===== src/sv/word_length_char_histogram_defines.svh =====
// ----------------------------------------------------------------------------
// Word length / character histogram: assertion macros
// Shared concurrent assertion forms, clocked and reset-qualified.
// ----------------------------------------------------------------------------
`ifndef WORD_LENGTH_CHAR_HISTOGRAM_DEFINES_SVH
`define WORD_LENGTH_CHAR_HISTOGRAM_DEFINES_SVH

// same-cycle implication
`define WLCH_ASSERT_IMPLY(label, clk_s, rstn_s, ante, cons) \
	label: assert property (@(posedge clk_s) disable iff (!rstn_s) (ante) |-> (cons)) \
		else $error("wlch: implication violated");

// next-cycle implication
`define WLCH_ASSERT_NEXT(label, clk_s, rstn_s, ante, cons) \
	label: assert property (@(posedge clk_s) disable iff (!rstn_s) (ante) |=> (cons)) \
		else $error("wlch: next-cycle check violated");

`endif


===== src/sv/wlch_pkg.sv =====
// ----------------------------------------------------------------------------
// Word length / character histogram package
// Command codes, the queued operation word and the separator decode.
// ----------------------------------------------------------------------------
package wlch_pkg;

	localparam logic [1:0] CMD_FEED    = 2'd0;
	localparam logic [1:0] CMD_RD_LEN  = 2'd1;
	localparam logic [1:0] CMD_RD_CHAR = 2'd2;

	// widest table addresses the parameters allow
	localparam int CHAR_AW_MAX = 8;
	localparam int LEN_AW_MAX  = 6;

	localparam int QUEUE_DEPTH = 4;

	typedef struct packed {
		logic                   char_inc;
		logic                   len_inc;
		logic                   rd;
		logic                   rd_char;
		logic                   rd_err;
		logic [CHAR_AW_MAX-1:0] char_addr;
		logic [LEN_AW_MAX-1:0]  len_addr;
	} op_t;

	// { } ( ) [ ] , ; " space newline tab ^
	function automatic logic wlch_is_sep(input logic [7:0] b);
		logic r;
		unique case (b)
			8'h7B, 8'h7D, 8'h28, 8'h29, 8'h5B, 8'h5D, 8'h2C,
			8'h3B, 8'h22, 8'h20, 8'h0A, 8'h09, 8'h5E: r = 1'b1;
			default: r = 1'b0;
		endcase
		return r;
	endfunction

endpackage


===== src/sv/wlch_queue.sv =====
// ----------------------------------------------------------------------------
// Operation queue
// Short register FIFO between the front end and the counter back end.
// ----------------------------------------------------------------------------
`include "word_length_char_histogram_defines.svh"

module wlch_queue
	import wlch_pkg::*;
#(
	parameter int DEPTH = 4
) (
	input  logic clk,
	input  logic arst_n,
	input  logic push,
	input  op_t  push_op,
	input  logic pop,
	output op_t  head_op,
	output logic empty,
	output logic full
);

	localparam int AW = $clog2(DEPTH);
	localparam int CW = $clog2(DEPTH + 1);

	op_t           slot_q [DEPTH];
	logic [AW-1:0] wr_ptr_q;
	logic [AW-1:0] rd_ptr_q;
	logic [CW-1:0] cnt_q;

	function automatic logic [AW-1:0] ptr_next(input logic [AW-1:0] p);
		return (p == AW'(DEPTH - 1)) ? '0 : p + AW'(1);
	endfunction

	assign empty   = (cnt_q == '0);
	assign full    = (cnt_q == CW'(DEPTH));
	assign head_op = slot_q[rd_ptr_q];

	always_ff @(posedge clk) begin
		if (push) begin
			slot_q[wr_ptr_q] <= push_op;
		end
	end

	always_ff @(posedge clk or negedge arst_n) begin
		if (!arst_n) begin
			wr_ptr_q <= '0;
			rd_ptr_q <= '0;
			cnt_q    <= '0;
		end else begin
			if (push) begin
				wr_ptr_q <= ptr_next(wr_ptr_q);
			end
			if (pop) begin
				rd_ptr_q <= ptr_next(rd_ptr_q);
			end
			if (push && !pop) begin
				cnt_q <= cnt_q + CW'(1);
			end else if (pop && !push) begin
				cnt_q <= cnt_q - CW'(1);
			end
		end
	end

	`WLCH_ASSERT_IMPLY(a_no_overflow, clk, arst_n, push, !full || pop)
	`WLCH_ASSERT_IMPLY(a_no_underflow, clk, arst_n, pop, !empty)
	`WLCH_ASSERT_NEXT(a_fill_up, clk, arst_n, push && !pop, cnt_q == $past(cnt_q) + CW'(1))

endmodule


===== config.mk =====
export PLATFORM = sky130hd
export DESIGN_NAME = wlch_queue
export DESIGN_NICKNAME = d
export VERILOG_FILES = /design/src/sv/wlch_pkg.sv /design/src/sv/wlch_queue.sv
export VERILOG_INCLUDE_DIRS = /design/src /design/src/sv
export SDC_FILE = /design/constraint.sdc
export NUM_CORES = 1
export LEC_CHECK = 0
export ABC_AREA = 1
export BUFFER_PORTS_ARGS = -buffer_cell sky130_fd_sc_hd__buf_4
export CAP_MARGIN = 20
export CORE_MARGIN = 2
export CORE_UTILIZATION = 60
export CTS_CLUSTER_SIZE = 16
export DETAILED_ROUTE_END_ITERATION = 8
export PLACE_DENSITY = 0.82
export SLEW_MARGIN = 30
export SYNTH_ARGS = -nofsm -noshare
export SYNTH_HDL_FRONTEND = slang
export SYNTH_SLANG_ARGS = --single-unit

===== constraint.sdc =====
create_clock -name clk -period 4.8 [get_ports clk]
set_clock_uncertainty 0.1 [all_clocks]
set_input_delay 0.24 -clock clk [delete_from_list [all_inputs] [get_ports clk]]
set_output_delay 0.24 -clock clk [all_outputs]
set_load 0.005 [all_outputs]

* Word-level counts from Yosys, hierarchy flattened
Memory sizes are Yosys's and may differ from the RTL's.
Cells that the tools add are included.
** Storage, ports and cells
- Register bits :: 7
- RAM bits :: 76
- Output and inout bits :: 21
- Bits of input ports :: 23
- Memories :: 1
** Memory list
- slot_q :: depth 4, bits a word 19, read ports 1, clocked after Yosys merged registers in 0, write ports 1, RTL line wlch_queue.sv:25 : op_t slot_q [DEPTH];
** Operators by class
- Add/subtract/negate cells :: 4
- Equal/unequal tests :: 3
- Reductions and logical operators :: 6
- Muxes and demuxes :: 6
** Operators with widths (number)
- $mux W3 :: 2
- $add A2 B1 Y2 const B :: 2
- $eq A2 B2 Y1 const B :: 2
- $mux W2 :: 2
- $add A3 B1 Y3 const B :: 1
- $eq A3 B3 Y1 const B :: 1
- $logic_not A3 Y1 :: 1
- $sub A3 B1 Y3 const B :: 1
- $logic_and A1 B1 Y1 :: 2
- $logic_not A1 Y1 :: 2
- $mux W1 :: 2
- $reduce_bool A2 Y1 :: 1

* Depth between registers and ports, before layout
- Depth after elaboration :: 4
- Mapped depth :: 9
- Mapped depth without buffers :: 9

* Worst setup path after synthesis
Ideal clock, no wire load.
- Kind :: reg2reg
- Start :: reg wr_ptr_q[0]
- End :: mem slot_q[2][0] (netlist name), enable pin
- Library setup time :: 0.374 ns
- Required time :: 4.326 ns
- Buffers on the path :: 0
- Cell stages (with the launch flop) :: 5
- Clock period less this slack :: 1.511 ns
- Arrival :: 1.037 ns
- Path slack :: 3.289 ns
- Path through :: dfrtp_1 -> inv_1 -> ha_1 -> nand2_1 -> inv_1
** RTL lines
- start: declaration :: RTL line wlch_queue.sv:26 : logic [AW-1:0] wr_ptr_q;
- start signal: assignment :: RTL line wlch_queue.sv:51 : wr_ptr_q <= ptr_next(wr_ptr_q);
- end: declaration :: RTL line wlch_queue.sv:25
Straight into the memory's write port.

==> impl_metrics.json <==
{
  "p_total_w": 0.00234,
  "clockBufferDepth": 2,
  "netlist_area_mm2": 0.00359,
  "die_area_mm2": 0.00662,
  "finalCriticalPeriod_ns": 2.56,
  "fillCellCount": 375,
  "antenna_found_initial": 0,
  "fin_nets": 366,
  "tightestPinTransition_ns": 0.902,
  "place_congestion": 0.797,
  "path_class": "reg -> out",
  "synth_top_cell_by_area": "edfxtp_1",
  "syn_area_per_cell_um2": 13.2,
  "fp-row-count": 28,
  "netlist_instances": 273,
  "drive_gt1_frac": 0.261,
  "fmax_mhz": 390,
  "power_leakage_nw": 1.86,
  "coreArea_mm2": 0.00585,
  "grt_pass1_vias": 2163,
  "critical_path.startpoint_type": "flip-flop",
  "finalSetupTns_ns": 0,
  "drv_slew": 0,
  "cts_resized": 0,
  "layout_commonest_cell": "edfxtp_1",
  "worstPathArrival_ns": 2.22,
  "wire_per_inst_um": 15.4,
  "swShare": 0.324,
  "synth.net_count": 303,
  "internal_power_w": 0.00158,
  "die_h_um": 81.4,
  "h-tree-depth": 3,
  "finalWirelength_mm": 6.39,
  "track_usage": 0.214,
  "status": "finished clean",
  "die_w_um": 81.4,
  "cts_tree": "yes",
  "dr.first_iter.drc_count": 96,
  "vias": 2167,
  "period_share": 0.534,
  "grt_start_max_net_pins": 49,
  "area_delta_synth_final_pct": 20.7,
  "min_from": "push_op[6]",
  "clk_latency_ns": 0.34,
  "root_buffer": "clkbuf_8",
  "post-place-cells": 380,
  "place_area_mm2": 0.00392,
  "finalHoldViolations": 0,
  "drc": 0,
  "ioPinCount": 44,
  "clockPowerShare": 0.224,
  "share_seq_of_total_power": 0.446,
  "layout_common_cells": "edfxtp_1 (76), nand2_1 (71), inv_1 (49)",
  "crit_start": "rd_ptr_q[0]",
  "critPathMaxFanout": 48,
  "r2r-start": "rd_ptr_q[1]",
  "finalWorstSetupSlack_ns": 2.24,
  "ys.warnings.count": 0,
  "start_util": 0.614,
  "grt_pass1_wl_mm": 10.1,
  "ys_ff_latch": 83,
  "switchingPower_w": 0.000759,
  "end_kind": "output port",
  "setup-violations-final": 0,
  "critPathRequiredTime_ns": 4.46,
  "detail-route-antenna-nets": 0,
  "hp-class": "in -> reg",
  "place_hpwl_mm": 3.88,
  "firstDrtPassIters": 4,
  "viasPerCell": 5.21,
  "final_cells": 416,
  "maxCapViolations": 0,
  "ys_types": 19,
  "synth-seq-area-share": 0.684,
  "clkTransAtPathRegs_ns": 0.08,
  "power.share.combinational": 0.329,
  "diodes": 0,
  "grt_setup_unrepaired": "no",
  "grt_overflow": 0,
  "synth_area_leaders": "edfxtp_1 (64%), o211ai_2 (10%), nand2_1 (7.4%)",
  "p_per_area_mw_per_mm2": 540,
  "synth_top_area_share": 0.636,
  "dp_slack_ns": 2.32,
  "cts_buffers": 9,
  "cts_sinks": 83,
  "relSlewSlack": 0.399,
  "design_area_mm2": 0.00433,
  "io_buffers": 43,
  "vdd_ir_drop_max_v": 0.000454
}
==> power groups by stage <==
stage | combinational (W) | clock, W | sequential [W]
after global routing | 0.000868 | 0.000551 | 0.00106
final | 0.000770 | 0.000525 | 0.00104
after floorplan | 0.000538 | 0 | 0.00101
after global placement | 0.000734 | 0 | 0.00105
after detailed placement | 0.000762 | 0 | 0.00106
after CTS | 0.000780 | 0.000529 | 0.00104
==> cell type report <==
| cell class | instances | area [µm²] | share of cell area |
|---|---|---|---|
| clock inverters | 5 | 77.6 | 0.0179 |
| multi-input cells | 127 | 851 | 0.196 |
| repair buffers | 64 | 531 | 0.122 |
| flip-flops and latches | 83 | 2460 | 0.567 |
| well taps | 75 | 93.8 | 0.0217 |
| inverters | 51 | 191 | 0.0442 |
| clock buffers | 11 | 131 | 0.0303 |
==> Yosys cell counts <==
library cell / instances
a21oi_1: 1
buf_2: 7
buf_6: 5
dfrtp_1: 7
edfxtp_1: 76
fa_1: 1
ha_1: 6
inv_1: 50
inv_2: 1
nand2_1: 71
nand3_1: 1
nand4_1: 1
nor2_1: 1
nor3_1: 2
o211ai_1: 9
o211ai_2: 29
o21ai_0: 2
o21ai_1: 2
xnor2_1: 1
==> final timing paths <==
path / depth (start not counted) / end / slack (ns)
max in group asynchronous: 2 / cnt_q[2] / 4.31
min reg2reg: 2 / cnt_q[2] / 0.41
min: 1 / slot_q[2][6] / 0.02
min in group asynchronous: 2 / cnt_q[0] / 0.16
max: 6 / head_op[14] / 2.24
max reg2reg: 2 / rd_ptr_q[1] / 2.96
==> per-stage QoR <==
step / util / hold slack (ns)
2_1_floorplan: - / -0.156
4_1_cts: 0.739 / 0.00196
3_5_place_dp: 0.671 / -0.0393
6_report: 0.741 / 0.0155
3_3_place_gp: 0.671 / -0.0409
5_1_grt: 0.741 / 0.000113
==> layer usage <==
metal | global-route usage | vias to the layer above | routed length (µm)
li1 | - | 1053 | -
met1 | 0.245 | 1056 | 2530
met2 | 0.377 | 43 | 3500
met5 | 0 | - | 0
met3 | 0.0433 | 15 | 225
met4 | 0.108 | 0 | 142
==> worst max-delay path, stage by stage, from the launching register on <==
cell      delay [ns]
dfrtp_1         0.41
inv_2           0.41
buf_4           0.56
nand2_1         0.12
o211ai_1        0.14
nand2_1         0.08
buf_4           0.13
==> state kept, by name (all words and copies together), names as in the netlist <==
| name | count |
|---|---|
| slot_q | 76 |
| wr_ptr_q | 2 |
| cnt_q | 3 |
| rd_ptr_q | 2 |
==> cell families after synthesis <==
| logic type | count (synthesis) | share of synthesized area |
|---|---|---|
| flip-flops | 83 | 0.684 |
| AND/OR/NAND/NOR | 76 | 0.0812 |
| buffers and inverters | 63 | 0.0787 |
| AO/OA/AOI/OAI | 43 | 0.127 |
| adder cells (fa/ha/maj) | 7 | 0.0265 |
| XOR/XNOR | 1 | 0.00244 |
==> what timing repair did <==
item | in CTS | in global routing
setup buffers | 0 | 0
hold buffers | 19 | 1
endpoints found under the hold margin | 74 | 2
Power figures use the tool's default switching activity.
