### src/sv/word_length_char_histogram_defines.svh
// ----------------------------------------------------------------------------
// Word length / character histogram: assertion macros
// Shared concurrent assertion forms, clocked and reset-qualified.
// ----------------------------------------------------------------------------
`ifndef WORD_LENGTH_CHAR_HISTOGRAM_DEFINES_SVH
`define WORD_LENGTH_CHAR_HISTOGRAM_DEFINES_SVH

// same-cycle implication
`define WLCH_ASSERT_IMPLY(label, clk_s, rstn_s, ante, cons) \
	label: assert property (@(posedge clk_s) disable iff (!rstn_s) (ante) |-> (cons)) \
		else $error("wlch: implication violated");

// next-cycle implication
`define WLCH_ASSERT_NEXT(label, clk_s, rstn_s, ante, cons) \
	label: assert property (@(posedge clk_s) disable iff (!rstn_s) (ante) |=> (cons)) \
		else $error("wlch: next-cycle check violated");

`endif

### src/sv/wlch_pkg.sv
// ----------------------------------------------------------------------------
// Word length / character histogram package
// Command codes, the queued operation word and the separator decode.
// ----------------------------------------------------------------------------
package wlch_pkg;

	localparam logic [1:0] CMD_FEED    = 2'd0;
	localparam logic [1:0] CMD_RD_LEN  = 2'd1;
	localparam logic [1:0] CMD_RD_CHAR = 2'd2;

	// widest table addresses the parameters allow
	localparam int CHAR_AW_MAX = 8;
	localparam int LEN_AW_MAX  = 6;

	localparam int QUEUE_DEPTH = 4;

	typedef struct packed {
		logic                   char_inc;
		logic                   len_inc;
		logic                   rd;
		logic                   rd_char;
		logic                   rd_err;
		logic [CHAR_AW_MAX-1:0] char_addr;
		logic [LEN_AW_MAX-1:0]  len_addr;
	} op_t;

	// { } ( ) [ ] , ; " space newline tab ^
	function automatic logic wlch_is_sep(input logic [7:0] b);
		logic r;
		unique case (b)
			8'h7B, 8'h7D, 8'h28, 8'h29, 8'h5B, 8'h5D, 8'h2C,
			8'h3B, 8'h22, 8'h20, 8'h0A, 8'h09, 8'h5E: r = 1'b1;
			default: r = 1'b0;
		endcase
		return r;
	endfunction

endpackage

### src/sv/wlch_front.sv
// ----------------------------------------------------------------------------
// Histogram front end
// Classifies each word, tracks the pending token length and emits one
// operation for the back end when the word changes a counter or reads one.
// ----------------------------------------------------------------------------
module wlch_front
	import wlch_pkg::*;
#(
	parameter int LEN_BINS   = 30,
	parameter int CHAR_CODES = 128
) (
	input  logic       clk,
	input  logic       arst_n,
	input  logic       accept,
	input  logic [1:0] command,
	input  logic [7:0] data_byte,
	input  logic       end_of_text,
	input  logic [6:0] read_index,
	output logic       push,
	output op_t        op
);

	localparam int TL_W   = $clog2(LEN_BINS + 1);
	localparam int LEN_AW = $clog2(LEN_BINS);

	logic [TL_W-1:0]   tl_q;
	logic [TL_W-1:0]   tl_d;
	logic [TL_W-1:0]   tl_inc;
	logic [TL_W-1:0]   tl_close;
	logic [LEN_AW-1:0] bin;
	logic              sep;
	logic              char_ok;

	assign sep      = wlch_is_sep(data_byte);
	assign tl_inc   = (tl_q < TL_W'(LEN_BINS)) ? tl_q + TL_W'(1) : tl_q;
	assign tl_close = sep ? tl_q : tl_inc;
	// a saturated length already sits at LEN_BINS, so length-1 is the bin
	assign bin      = LEN_AW'(tl_close - TL_W'(1));
	assign char_ok  = (data_byte >= 8'd2) && (9'(data_byte) < 9'(CHAR_CODES));

	always_comb begin
		op   = '0;
		tl_d = tl_q;
		unique case (command)
			CMD_FEED: begin
				op.char_inc  = !sep && char_ok;
				op.char_addr = data_byte[CHAR_AW_MAX-1:0];
				op.len_inc   = sep ? (tl_q != '0) : end_of_text;
				op.len_addr  = LEN_AW_MAX'(bin);
				tl_d         = (sep || end_of_text) ? '0 : tl_inc;
			end
			CMD_RD_LEN: begin
				op.rd       = 1'b1;
				op.rd_err   = 32'(read_index) >= 32'(LEN_BINS);
				op.len_addr = LEN_AW_MAX'(read_index[LEN_AW-1:0]);
			end
			CMD_RD_CHAR: begin
				op.rd        = 1'b1;
				op.rd_char   = 1'b1;
				op.rd_err    = 32'(read_index) >= 32'(CHAR_CODES);
				op.char_addr = CHAR_AW_MAX'(read_index);
			end
			default: begin
			end
		endcase
	end

	// drop words that touch nothing
	assign push = accept && (op.char_inc || op.len_inc || op.rd);

	always_ff @(posedge clk or negedge arst_n) begin
		if (!arst_n) begin
			tl_q <= '0;
		end else if (accept) begin
			tl_q <= tl_d;
		end
	end

endmodule

### config.mk
export PLATFORM = sky130hd
export DESIGN_NAME = wlch_front
export DESIGN_NICKNAME = d
export VERILOG_FILES = /design/src/sv/word_length_char_histogram_defines.svh /design/src/sv/wlch_pkg.sv /design/src/sv/wlch_front.sv
export SDC_FILE = /design/constraint.sdc
export NUM_CORES = 1
export LEC_CHECK = 0
export ABC_AREA = 1
export BUFFER_PORTS_ARGS = -buffer_cell sky130_fd_sc_hd__buf_2
export CELL_PAD_IN_SITES_DETAIL_PLACEMENT = 1
export CELL_PAD_IN_SITES_GLOBAL_PLACEMENT = 2
export CORE_ASPECT_RATIO = 0.5
export CORE_MARGIN = 10
export CORE_UTILIZATION = 20
export CTS_CLUSTER_SIZE = 16
export DETAILED_ROUTE_END_ITERATION = 12
export PLACE_DENSITY_LB_ADDON = 0.1
export SLEW_MARGIN = 0
export SYNTH_ARGS = -nofsm -noshare
export SYNTH_HDL_FRONTEND = slang
export SYNTH_SLANG_ARGS = --single-unit
### constraint.sdc
create_clock -name clk -period 1.8 [get_ports clk]
set_input_delay 0.18 -clock clk [delete_from_list [all_inputs] [get_ports clk]]
set_output_delay 0.18 -clock clk [all_outputs]
set_load 0.01 [all_outputs]
Word-level counts from Yosys, hierarchy flattened
Cells that the tools add are included.
- multiplexer cells: 11
- $lt $le $gt $ge: 4
- reduce and logical (&&, ||, !) cells: 12
- equality and inequality tests: 15
- $add $sub $neg: 2
- operators by type and width (operator ; count):
    $eq A8 B6 Y1 const B ; 6
    $eq A8 B7 Y1 const B ; 5
    $eq A8 B4 Y1 const B ; 2
    $pmux W8 S2 ; 1
    $mux W5 ; 3
    $reduce_or A13 Y1 ; 1
    $pmux W5 S2 ; 1
    $ge A8 B2 Y1 const B ; 1
    $lt A8 B8 Y1 const B ; 1
    $ge A7 B5 Y1 const B ; 1
    $add A5 B1 Y5 const B ; 1
    $lt A5 B5 Y1 const B ; 1
    $mux W1 ; 5
    $reduce_bool A5 Y1 ; 1
    $sub A5 B1 Y5 const B ; 1
    $logic_and A1 B1 Y1 ; 3
    $logic_or A1 B1 Y1 ; 3
    $eq A2 B1 Y1 const B ; 1
    $eq A2 B2 Y1 const B ; 1
    $logic_not A2 Y1 ; 1
    $mux W2 ; 1
    $reduce_and A2 Y1 ; 1
    $reduce_or A2 Y1 ; 1
    $logic_not A1 Y1 ; 1
- input port bits: 21
- flip-flop bits (word level): 5
- word-level logic and storage cells: 45

Depth between registers and ports, before layout
Gate-level depths: netlist of run 1.
- depth in word-level cells: 9
- gate-level depth with buffers: 15
- mapped depth without buffers: 14

Least setup slack after synthesis of run 1
Ideal clock, no wire load.
- path type: register to output
- start point: reg tl_q[3]
- end point: out op[4] in the netlist's numbering
- slack: 0.017 ns
- data required time: 1.620 ns
- cell stages (with the launch flop): 11
- arrival time: 1.603 ns
- path through: dfrtp_1 inv_1 nor3_2 xor2_1 nand3_1 nand2_2 ha_1 nand3_1 nand2_1 nand3_1 nand2_1
- RTL lines (element ; RTL line ; text):
    from (decl) ; wlch_front.sv:26 ; logic [TL_W-1:0] tl_q;
    from (signal assigned) ; wlch_front.sv:75 ; tl_q <= tl_d;
    to (decl) ; wlch_front.sv:20 ; output op_t op

==> metrics.csv, run 1 <==
metric,value,unit
crit_type,flip-flop to output pin,
outcome,"complete, but fails checks",
max_freq,0.480,GHz
critPathLaunchType,flip-flop,
largest_reg_flops,5,
cts_htree_levels,1,
nNetsFinal,297,
ys_ff_latch,5,
cts.path.max_buffers,2,
final_cell_mix,"buf_4 (42), nand2_1 (38), buf_2 (31)",
netlist_area,1010,um^2
path_clk_slew,0.04,ns
p_int,610,uW
slew_violations,0,
regMostFlops,tl_q,
grt-ovfl-total,0,
p_leak,1.04,nW
period_share,116,%
p_total,1.02,mW
syn-num-nets,209,
drv_cap,0,
grt_util_met3,1.92,%
grt_max_degree,10,
die_area,8470,um^2
grt_pass1_vias,1567,
cts_tree,yes,
routedWlPerCell,13.0,um
violations,setup timing,
r2r-end,tl_q[0]$_DFFE_PN0P_,
die_y,70.3,um
avgSynthCellArea,5.55,um^2
antenna_found_initial,0,
crit_arrival,1.90,ns
yosysWarnings,0,
required,1.62,ns
grt_use_total,10.3,%
rr_startpoint,tl_q[1]$_DFFE_PN0P_,
setup-violations-final,5,
final_util,38.9,%
cts_made_buffers,3,
grt.busiest_layer,met2,
gp_congestion,0.826,
core,4910,um^2
drive_gt1_share,51.7,%
drtAntennaViolNets,0,
irDropWorstVdd,0.000207,V
cts.sinks,5,
power_switching,415,uW
portBuffers,39,
fill_cells,666,
rows,18,
drc,0,
switching_share,40.5,%
drtIter0Drc,34,
cts-root-buf,clkbuf_8,
synth_cells,182,
tns,-1.18,ns
hold_slack,0.294,ns
met2_usage,19.0,%
p_clk_share,20.5,%
startpoint,tl_q[1]$_DFFE_PN0P_,
endpoint,op[2],
rsz0062_at_grt,true,
hold_violations,0,
p_comb_share,64.7,%
synth_seq_area_share,12.4,%
syn2layout_area_growth,88.7,%
diodes,0,
fin_cells,339,
grt_pass1_wl,7.41,mm
synthDistinctLibCells,30,
reg_top3,tl_q: 5 flops,
first_pass_iters,4,
viasPerCell,4.28,
num_vias,1450,
power.share.sequential,14.8,%
powerDensity,537,nW/um^2
crit_path_end_kind,output pin,
timing.final.ws_setup,-0.283,ns
boundaryPins,41,
met1_usage,12.2,%
die_width,121,um
routed_wirelength,4.40,mm
reg2reg_depth,6,
layout_commonest_cell,buf_4,
skew,0.00531,ns
min_period,2.08,ns
placedCellCount,327,
clk_latency,0.22,ns
r2r_slack,0.30,ns
path_max_fanout,3,
start_util,20.6,%
place_hpwl,3.66,mm
hold_class,input port to flip-flop,
cells in the mapped netlist (all sizes together):
cell | n | area share (%)
nand2 | 54 | 21
inv | 34 | 13
nand3 | 21 | 11
nor2 | 20 | 8.2
o21ai | 8 | 4.0
o22ai | 7 | 4.3
ha | 6 | 7.4
dfrtp | 5 | 12
nor3 | 5 | 3.0
nand4 | 4 | 2.5
xor2 | 4 | 3.5
a21oi | 2 | 1.4
buf | 2 | 1.9
o32ai | 2 | 1.7
or2 | 2 | 1.2
a21boi | 1 | 0.74
a31oi | 1 | 0.62
clkinv | 1 | 0.37
conb | 1 | 0.37
nand3b | 1 | 0.74
o211ai | 1 | 0.74
power by group through the flow:
stage,Sequential [mW],Combinational [mW],Clock (mW)
2_1_floorplan,0.149,0.278,0
3_3_place_gp,0.150,0.547,0
3_5_place_dp,0.151,0.545,0
4_1_cts,0.150,0.628,0.210
5_1_grt,0.154,0.736,0.222
6_report,0.151,0.663,0.210
layer usage:
metal	wire, um	share of wire [%]
met1	1900	43
met2	2380	54
met3	116	2.6
met4	0	0
met5	0	0
critical path, stage by stage, from the launching register on:
cell,delay [ns]
dfrtp_1,0.42
nand2_2,0.09
nor3_4,0.17
xor2_2,0.23
nand3_1,0.12
nand2_2,0.12
ha_4,0.16
xor2_1,0.17
o21ai_1,0.07
buf_2,0.14
worst min-delay path by stage:
stage / start / end / slack [ns] / cells past startpoint
2_1_floorplan: arst_n / tl_q[0]$_DFFE_PN0P_ / -0.12 / 0
3_3_place_gp: arst_n / tl_q[4]$_DFFE_PN0P_ / -0.004 / 1
3_5_place_dp: arst_n / tl_q[3]$_DFFE_PN0P_ / -0.001 / 1
4_1_cts: end_of_text / tl_q[4]$_DFFE_PN0P_ / 0.29 / 4
5_1_grt: arst_n / tl_q[3]$_DFFE_PN0P_ / 0.32 / 2
6_report: end_of_text / tl_q[4]$_DFFE_PN0P_ / 0.29 / 4
what timing repair did:
| action | CTS | global route |
|---|---|---|
| cloned | 0 | 0 |
| buffers inserted | 6 | 1 |
| resized for setup | 41 | 35 |
| setup endpoints to repair | 7 | 7 |
| hold buffers | 1 | 0 |
| pin swaps | 14 | 15 |
| endpoints found under the hold margin | 5 | 0 |
area by class of cell:
| cell class | count | area [um^2] | area share (%) |
|---|---|---|---|
| clock buffers | 4 | 45.0 | 2.36 |
| inverters | 35 | 146 | 7.67 |
| multi-input cells | 140 | 895 | 46.9 |
| flip-flops and latches | 5 | 126 | 6.62 |
| well taps | 70 | 87.6 | 4.59 |
| repair buffers | 85 | 608 | 31.9 |
logic make-up (layout without fill, tap and decap cells):
logic type,count (synthesis),in the layout,synth area share [%]
AND/OR/NAND/NOR,107,107,48.0
AO/OA/AOI/OAI,22,22,13.5
flip-flops,5,5,12.4
XOR/XNOR,4,4,3.46
other,1,1,0.371
adder cells (fa/ha/maj),6,6,7.43
buffers and inverters,37,124,14.9
through the flow:
step / worst slack, ns / instance area, um^2
after floorplan: 0.0168 / 1010
after global placement: -0.172 / 1560
after detailed placement: -0.204 / 1560
after CTS: -0.276 / 1780
after global routing: -0.440 / 1910
final: -0.283 / 1910
Power figures use the tool's default switching activity.
==> run 2: changes to the inputs <==
Settings changed: CELL_PAD_IN_SITES_DETAIL_PLACEMENT 1 to 0.
==> run 2 against run 1 <==
The flow still finishes with violations (setup timing). Flip-flop and latch count unchanged. First-iteration DRC count increased by 59%. Cell count increased by 0.59%. Non-clock buffer count increased by 2. Fmax increased by 1.9%. Critical endpoint unchanged. Largest power group unchanged. Highest routed layer unchanged.
==> metrics.csv, run 2 (synthesis results as in run 1) <==
metric,value,unit,change
cts_htree_levels,1,,unchanged
layout_commonest_cell,buf_4,,unchanged
portBuffers,39,,unchanged
cts_made_buffers,3,,unchanged
cts_tree,yes,,unchanged
regMostFlops,tl_q,,unchanged
skew,0.000403,ns,was 0.00531 ns
first_pass_iters,4,,unchanged
grt_use_total,8.64,%,was 10.3%
cts-root-buf,clkbuf_8,,unchanged
critPathLaunchType,flip-flop,,unchanged
crit_type,flip-flop to output pin,,unchanged
slowest_delay,0.39,ns,was 0.42 ns
drv_cap,0,,unchanged
nNetsFinal,299,,was 297
boundaryPins,41,,unchanged
die_width,121,um,unchanged
reg2reg_depth,9,,was 6
placed_area,1560,um^2,unchanged
required,1.62,ns,about the same
cp.depth,10,,was 9
clk_latency,0.22,ns,about the same
routedWlPerCell,12.2,um,was 13.0 um
path_buf_inv,2,,was 1
die_area,8470,um^2,unchanged
grt-ovfl-total,0,,unchanged
drtAntennaViolNets,0,,unchanged
syn2layout_area_growth,92.6,%,was 88.7%
gp_congestion,0.826,,unchanged
max_freq,0.489,GHz,was 0.480 GHz
reg_top3,tl_q: 5 flops,,unchanged
grt_pass1_vias,1405,,was 1567
grt_pass1_wl,6.31,mm,was 7.41 mm
fin_area,1950,um^2,was 1910 um^2
powerDensity,552,nW/um^2,was 537 nW/um^2
hold_slack,0.303,ns,was 0.294 ns
crit_arrival,1.86,ns,was 1.90 ns
slowest_stage,dfrtp_1,,unchanged
diodes,0,,unchanged
drtIter0Drc,54,,was 34
final_util,39.7,%,was 38.9%
violations,setup timing,,unchanged
rows,18,,unchanged
timing.final.ws_setup,-0.244,ns,was -0.283 ns
period_share,114,%,was 116%
final_cell_mix,"buf_4 (46), nand2_1 (40), buf_2 (31)",,"was buf_4 (42), nand2_1 (38), buf_2 (31)"
path_clk_slew,0.04,ns,about the same
path_max_fanout,3,,unchanged
hold_class,input port to asynchronous set/reset pin,,was input port to flip-flop
worst_path_most_repeated_cell,nand2_2,,unchanged
drive_gt1_share,55.4,%,was 51.7%
p_leak,1.05,nW,was 1.04 nW
grt_max_degree,10,,unchanged
rsz0062_at_grt,true,,unchanged
hold_violations,0,,unchanged
crit_path_end_kind,output pin,,unchanged
cts.sinks,5,,unchanged
cts.path.max_buffers,2,,unchanged
place_hpwl,3.32,mm,was 3.66 mm
setup-violations-final,5,,unchanged
largest_reg_flops,5,,unchanged
slew_violations,0,,unchanged
die_y,70.3,um,unchanged
irDropWorstVdd,0.000224,V,was 0.000207 V
outcome,"complete, but fails checks",,unchanged
start_util,20.6,%,unchanged
path_delay_family,simple AND/OR/NAND/NOR gates,,unchanged
num_vias,1440,,was 1450
drc,0,,unchanged
r2r_slack,0.20,ns,was 0.30 ns
core,4910,um^2,unchanged
routed_wirelength,4.15,mm,was 4.40 mm
crit_chain,nand2_2 -> nor3_4 -> buf_4 -> nor2_2 -> nand3_1 -> nand2_2 -> ha_4 -> xor2_2 -> o21ai_1 -> buf_2,,was nand2_2 -> nor3_4 -> xor2_2 -> nand3_1 -> nand2_2 -> ha_4 -> xor2_1 -> o21ai_1 -> buf_2
min_period,2.04,ns,was 2.08 ns
antenna_found_initial,0,,unchanged
viasPerCell,4.22,,was 4.28
==> run 2: changes by cell type in the layout (fill, tap and decap cells not counted), moves of 3 or more <==
cell     before  now
nor2_1        9    5
nand3_1      16   13
nor2_2        7   12
buf_4        42   46
nand3_2       4    8
==> run 2: area by class of cell <==
| cell class | count | area (um^2) |
|---|---|---|
| fill | 568 | 2960 |
| multi-input combinational | 140 | 932 |
| timing repair buffer | 87 | 612 |
| inverter | 35 | 144 |
| sequential | 5 | 126 |
| tap | 70 | 87.6 |
| clock buffer | 4 | 45.0 |
==> run 2: timing repair <==
action,CTS,global route
endpoints found under the setup margin,7,7
endpoints found under the hold margin,5,0
pin swaps,16,31
setup buffers,2,8
hold buffers,1,0
gates resized for setup,8,74
==> run 2: report_power, final <==
part / internal (mW) / total (mW) / switching [mW]
Combinational: 0.357 / 0.718 / 0.361
Sequential: 0.132 / 0.154 / 0.0216
Clock: 0.152 / 0.204 / 0.0523
==> run 2: routing by layer <==
metal	track usage, %	wire, um
met2	15.8	2170
met1	10.2	1820
met4	1.06	0
met5	0	0
met3	2.00	166
==> run 2: final timing paths <==
kind                                          start                  end
worst min register to register  tl_q[4]$_DFFE_PN0P_  tl_q[4]$_DFFE_PN0P_
worst max-delay path            tl_q[1]$_DFFE_PN0P_                op[2]
min in group clk                        end_of_text  tl_q[4]$_DFFE_PN0P_
max in group asynchronous                    arst_n  tl_q[0]$_DFFE_PN0P_
worst min-delay path                         arst_n  tl_q[4]$_DFFE_PN0P_
worst max register to register  tl_q[1]$_DFFE_PN0P_  tl_q[4]$_DFFE_PN0P_
==> run 2: through the flow <==
step	worst slack, ns	instances	power, mW	TNS, ns
floorplan	0.0168	182	0.428	0
global placement	-0.172	327	0.697	-0.578
detailed placement	-0.157	327	0.690	-0.542
CTS	-0.280	334	0.941	-1.29
global route	-0.377	341	1.15	-1.73
finish	-0.244	341	1.08	-1.07
==> run 2: worst register-to-register path, cell delays in order, from the launching register on <==
cell and delay [ns]:
dfrtp_1 0.41, buf_6 0.14, ha_4 0.16, nand3_1 0.09
xor2_1 0.15, nand2_1 0.13, buf_4 0.15, buf_4 0.12
nand3_1 0.07, o21ai_0 0.08
==> run 3: changes to the inputs <==
Settings changed: CORE_MARGIN 10 to 3.
==> run 3 against run 2 <==
Setup slack gained 0.0096 ns. Global-route usage up 3.7 points. Sequential power hardly changed. Total power fell by 4.0%. Non-clock buffer count is the same. Via count decreased by 0.56%. Highest routed layer is now met4. The run still ends with setup timing left. Clock skew is 0.0018 ns higher. Routed wire length decreased by 10%. Critical path depth up 2. Hold slack lost 0.015 ns.
==> metrics.csv, run 3 (synthesis results as in run 1) <==
metric,value,unit,change
slowest_stage,dfrtp_1,,unchanged
cts_made_buffers,3,,unchanged
largest_reg_flops,5,,unchanged
wl_met2,1.84,mm,was 2.17 mm
hold_class,input port to flip-flop,,was input port to asynchronous set/reset pin
grt-ovfl-total,0,,unchanged
rr_startpoint,tl_q[1]$_DFFE_PN0P_,,unchanged
die_width,107,um,was 121 um
clk_latency,0.22,ns,about the same
crit_chain,buf_4 -> buf_4 -> nand3_1 -> nor3_1 -> a21oi_1 -> nand3_1 -> nand2_1 -> nor2_2 -> nand3_1 -> nand3_1 -> nand2_1 -> buf_2,,was nand2_2 -> nor3_4 -> buf_4 -> nor2_2 -> nand3_1 -> nand2_2 -> ha_4 -> xor2_2 -> o21ai_1 -> buf_2
path_max_fanout,3,,unchanged
crit_arrival,1.85,ns,was 1.86 ns
portBuffers,39,,unchanged
period_share,113,%,was 114%
syn2layout_area_growth,88.6,%,was 92.6%
cts.path.max_buffers,2,,unchanged
dr_wl_met3,63,um,was 166 um
hold_violations,0,,unchanged
drv_cap,0,,unchanged
drive_gt1_share,53.1,%,was 55.4%
crit_type,flip-flop to output pin,,unchanged
slowest_delay,0.40,ns,was 0.39 ns
cts.sinks,5,,unchanged
setup-violations-final,5,,unchanged
timing.final.ws_setup,-0.235,ns,was -0.244 ns
num_vias,1432,,was 1440
cts_tree,yes,,unchanged
crit_path_end_kind,output pin,,unchanged
skew,0.00221,ns,was 0.000403 ns
antenna_found_initial,0,,unchanged
required,1.62,ns,about the same
viasPerCell,4.25,,was 4.22
nNetsFinal,299,,unchanged
regMostFlops,tl_q,,unchanged
max_freq,0.491,GHz,was 0.489 GHz
critPathLaunchType,flip-flop,,unchanged
grt_pass1_wl,6.09,mm,was 6.31 mm
start_util,21.8,%,was 20.6%
diodes,0,,unchanged
grt_pass1_vias,1350,,was 1405
drtAntennaViolNets,0,,unchanged
regArea,126,um^2,unchanged
min_period,2.03,ns,was 2.04 ns
rsz0062_at_grt,true,,unchanged
fin_cells,337,,was 341
routedWlPerCell,11.0,um,was 12.2 um
worst_path_most_repeated_cell,nand3_1,,was nand2_2
hold_depth,4,,
irDropWorstVdd,0.000178,V,was 0.000224 V
grt_use_total,12.3,%,was 8.64%
outcome,"complete, but fails checks",,unchanged
wl_met1,1.79,mm,was 1.82 mm
hold_slack,0.288,ns,was 0.303 ns
top_layer_used,met4,,was met3
r2r_slack,0.30,ns,was 0.20 ns
layout_commonest_cell,buf_4,,unchanged
drc,0,,unchanged
final_cell_mix,"buf_4 (46), nand2_1 (38), buf_2 (31)",,"was buf_4 (46), nand2_1 (40), buf_2 (31)"
grt_max_degree,10,,unchanged
die_area,6000,um^2,was 8470 um^2
cts_htree_levels,1,,unchanged
min_from,end_of_text,,
placedCellCount,326,,was 327
gp_congestion,0.824,,was 0.826
reg_top3,tl_q: 5 flops,,unchanged
dp_slack,-0.180,ns,was -0.157 ns
core,4640,um^2,was 4910 um^2
powerDensity,542,nW/um^2,was 552 nW/um^2
first_pass_iters,4,,unchanged
fill_cells,528,,was 568
violations,setup timing,,unchanged
place_hpwl,3.05,mm,was 3.32 mm
cts-root-buf,clkbuf_8,,unchanged
multiInputGateArea,893,um^2,was 932 um^2
slew_violations,0,,unchanged
holdPathEnd,tl_q[4]$_DFFE_PN0P_,,
p_total,1.03,mW,was 1.08 mW
path_clk_slew,0.04,ns,about the same
rows,17,,was 18
drtIter0Drc,26,,was 54
boundaryPins,41,,unchanged
r2r-end,tl_q[2]$_DFFE_PN0P_,,was tl_q[4]$_DFFE_PN0P_
reg2reg_depth,9,,unchanged
die_y,56.3,um,was 70.3 um
p_leak,1.04,nW,was 1.05 nW
routed_wirelength,3.72,mm,was 4.15 mm
## run 3: cell counts in the layout (fill, tap and decap cells not counted)
No cell type changed its count.
## run 3: what timing repair did
item	4_1_cts	5_1_grt
endpoints found under the hold margin	5	0
pin swaps	10	30
setup buffers	2	4
hold buffers	1	0
setup endpoints to repair	7	7
gates resized for setup	7	69
## run 3: worst max-delay path by stage
stage                     depth (start not counted)                 from  slack [ns]     to
after CTS                                        11  tl_q[1]$_DFFE_PN0P_       -0.31  op[4]
after global routing                             10  tl_q[1]$_DFFE_PN0P_       -0.36  op[2]
after floorplan                                  10  tl_q[3]$_DFFE_PN0P_        0.02  op[4]
after detailed placement                         13         data_byte[2]       -0.18  op[2]
final                                            12  tl_q[1]$_DFFE_PN0P_       -0.23  op[4]
after global placement                           13         data_byte[2]       -0.19  op[2]
## run 3: layout make-up
| type | count | share of cell area, % |
|---|---|---|
| Multi-Input combinational cell | 140 | 46.9 |
| Timing Repair Buffer | 87 | 32.3 |
| Tap cell | 66 | 4.33 |
| Sequential cell | 5 | 6.63 |
| Inverter | 35 | 7.55 |
| Clock buffer | 4 | 2.36 |
## run 3: stage by stage
stage | TNS (ns) | instance area, um^2 | utilization, %
2_1_floorplan | 0 | 1010 | -
3_3_place_gp | -0.707 | 1580 | 34.0
3_5_place_dp | -0.676 | 1580 | 34.0
4_1_cts | -1.44 | 1670 | 36.0
5_1_grt | -1.64 | 1910 | 41.1
6_report | -0.958 | 1910 | 41.1
## run 3: per-layer routing
metal	track usage, %	vias up
met5	0	-
met4	3.28	0
met3	0.689	4
met2	21.2	14
met1	16.8	653
li1	-	761
## run 3: worst max-delay path: cells and delay by family, from the launching register on
family                 cells  cell delay [ns]
AO/OA/AOI/OAI              1             0.16
flip-flops                 1             0.40
AND/OR/NAND/NOR            8             0.66
buffers and inverters      3             0.40
## run 3: where the power goes
| group | leakage [nW] | total [mW] | switching (mW) | internal [mW] |
|---|---|---|---|---|
| registers | 0.0657 | 0.152 | 0.0200 | 0.132 |
| clock network | 0.0228 | 0.209 | 0.0566 | 0.152 |
| logic | 0.952 | 0.672 | 0.332 | 0.340 |
| total | 1.04 | 1.03 | 0.408 | 0.624 |
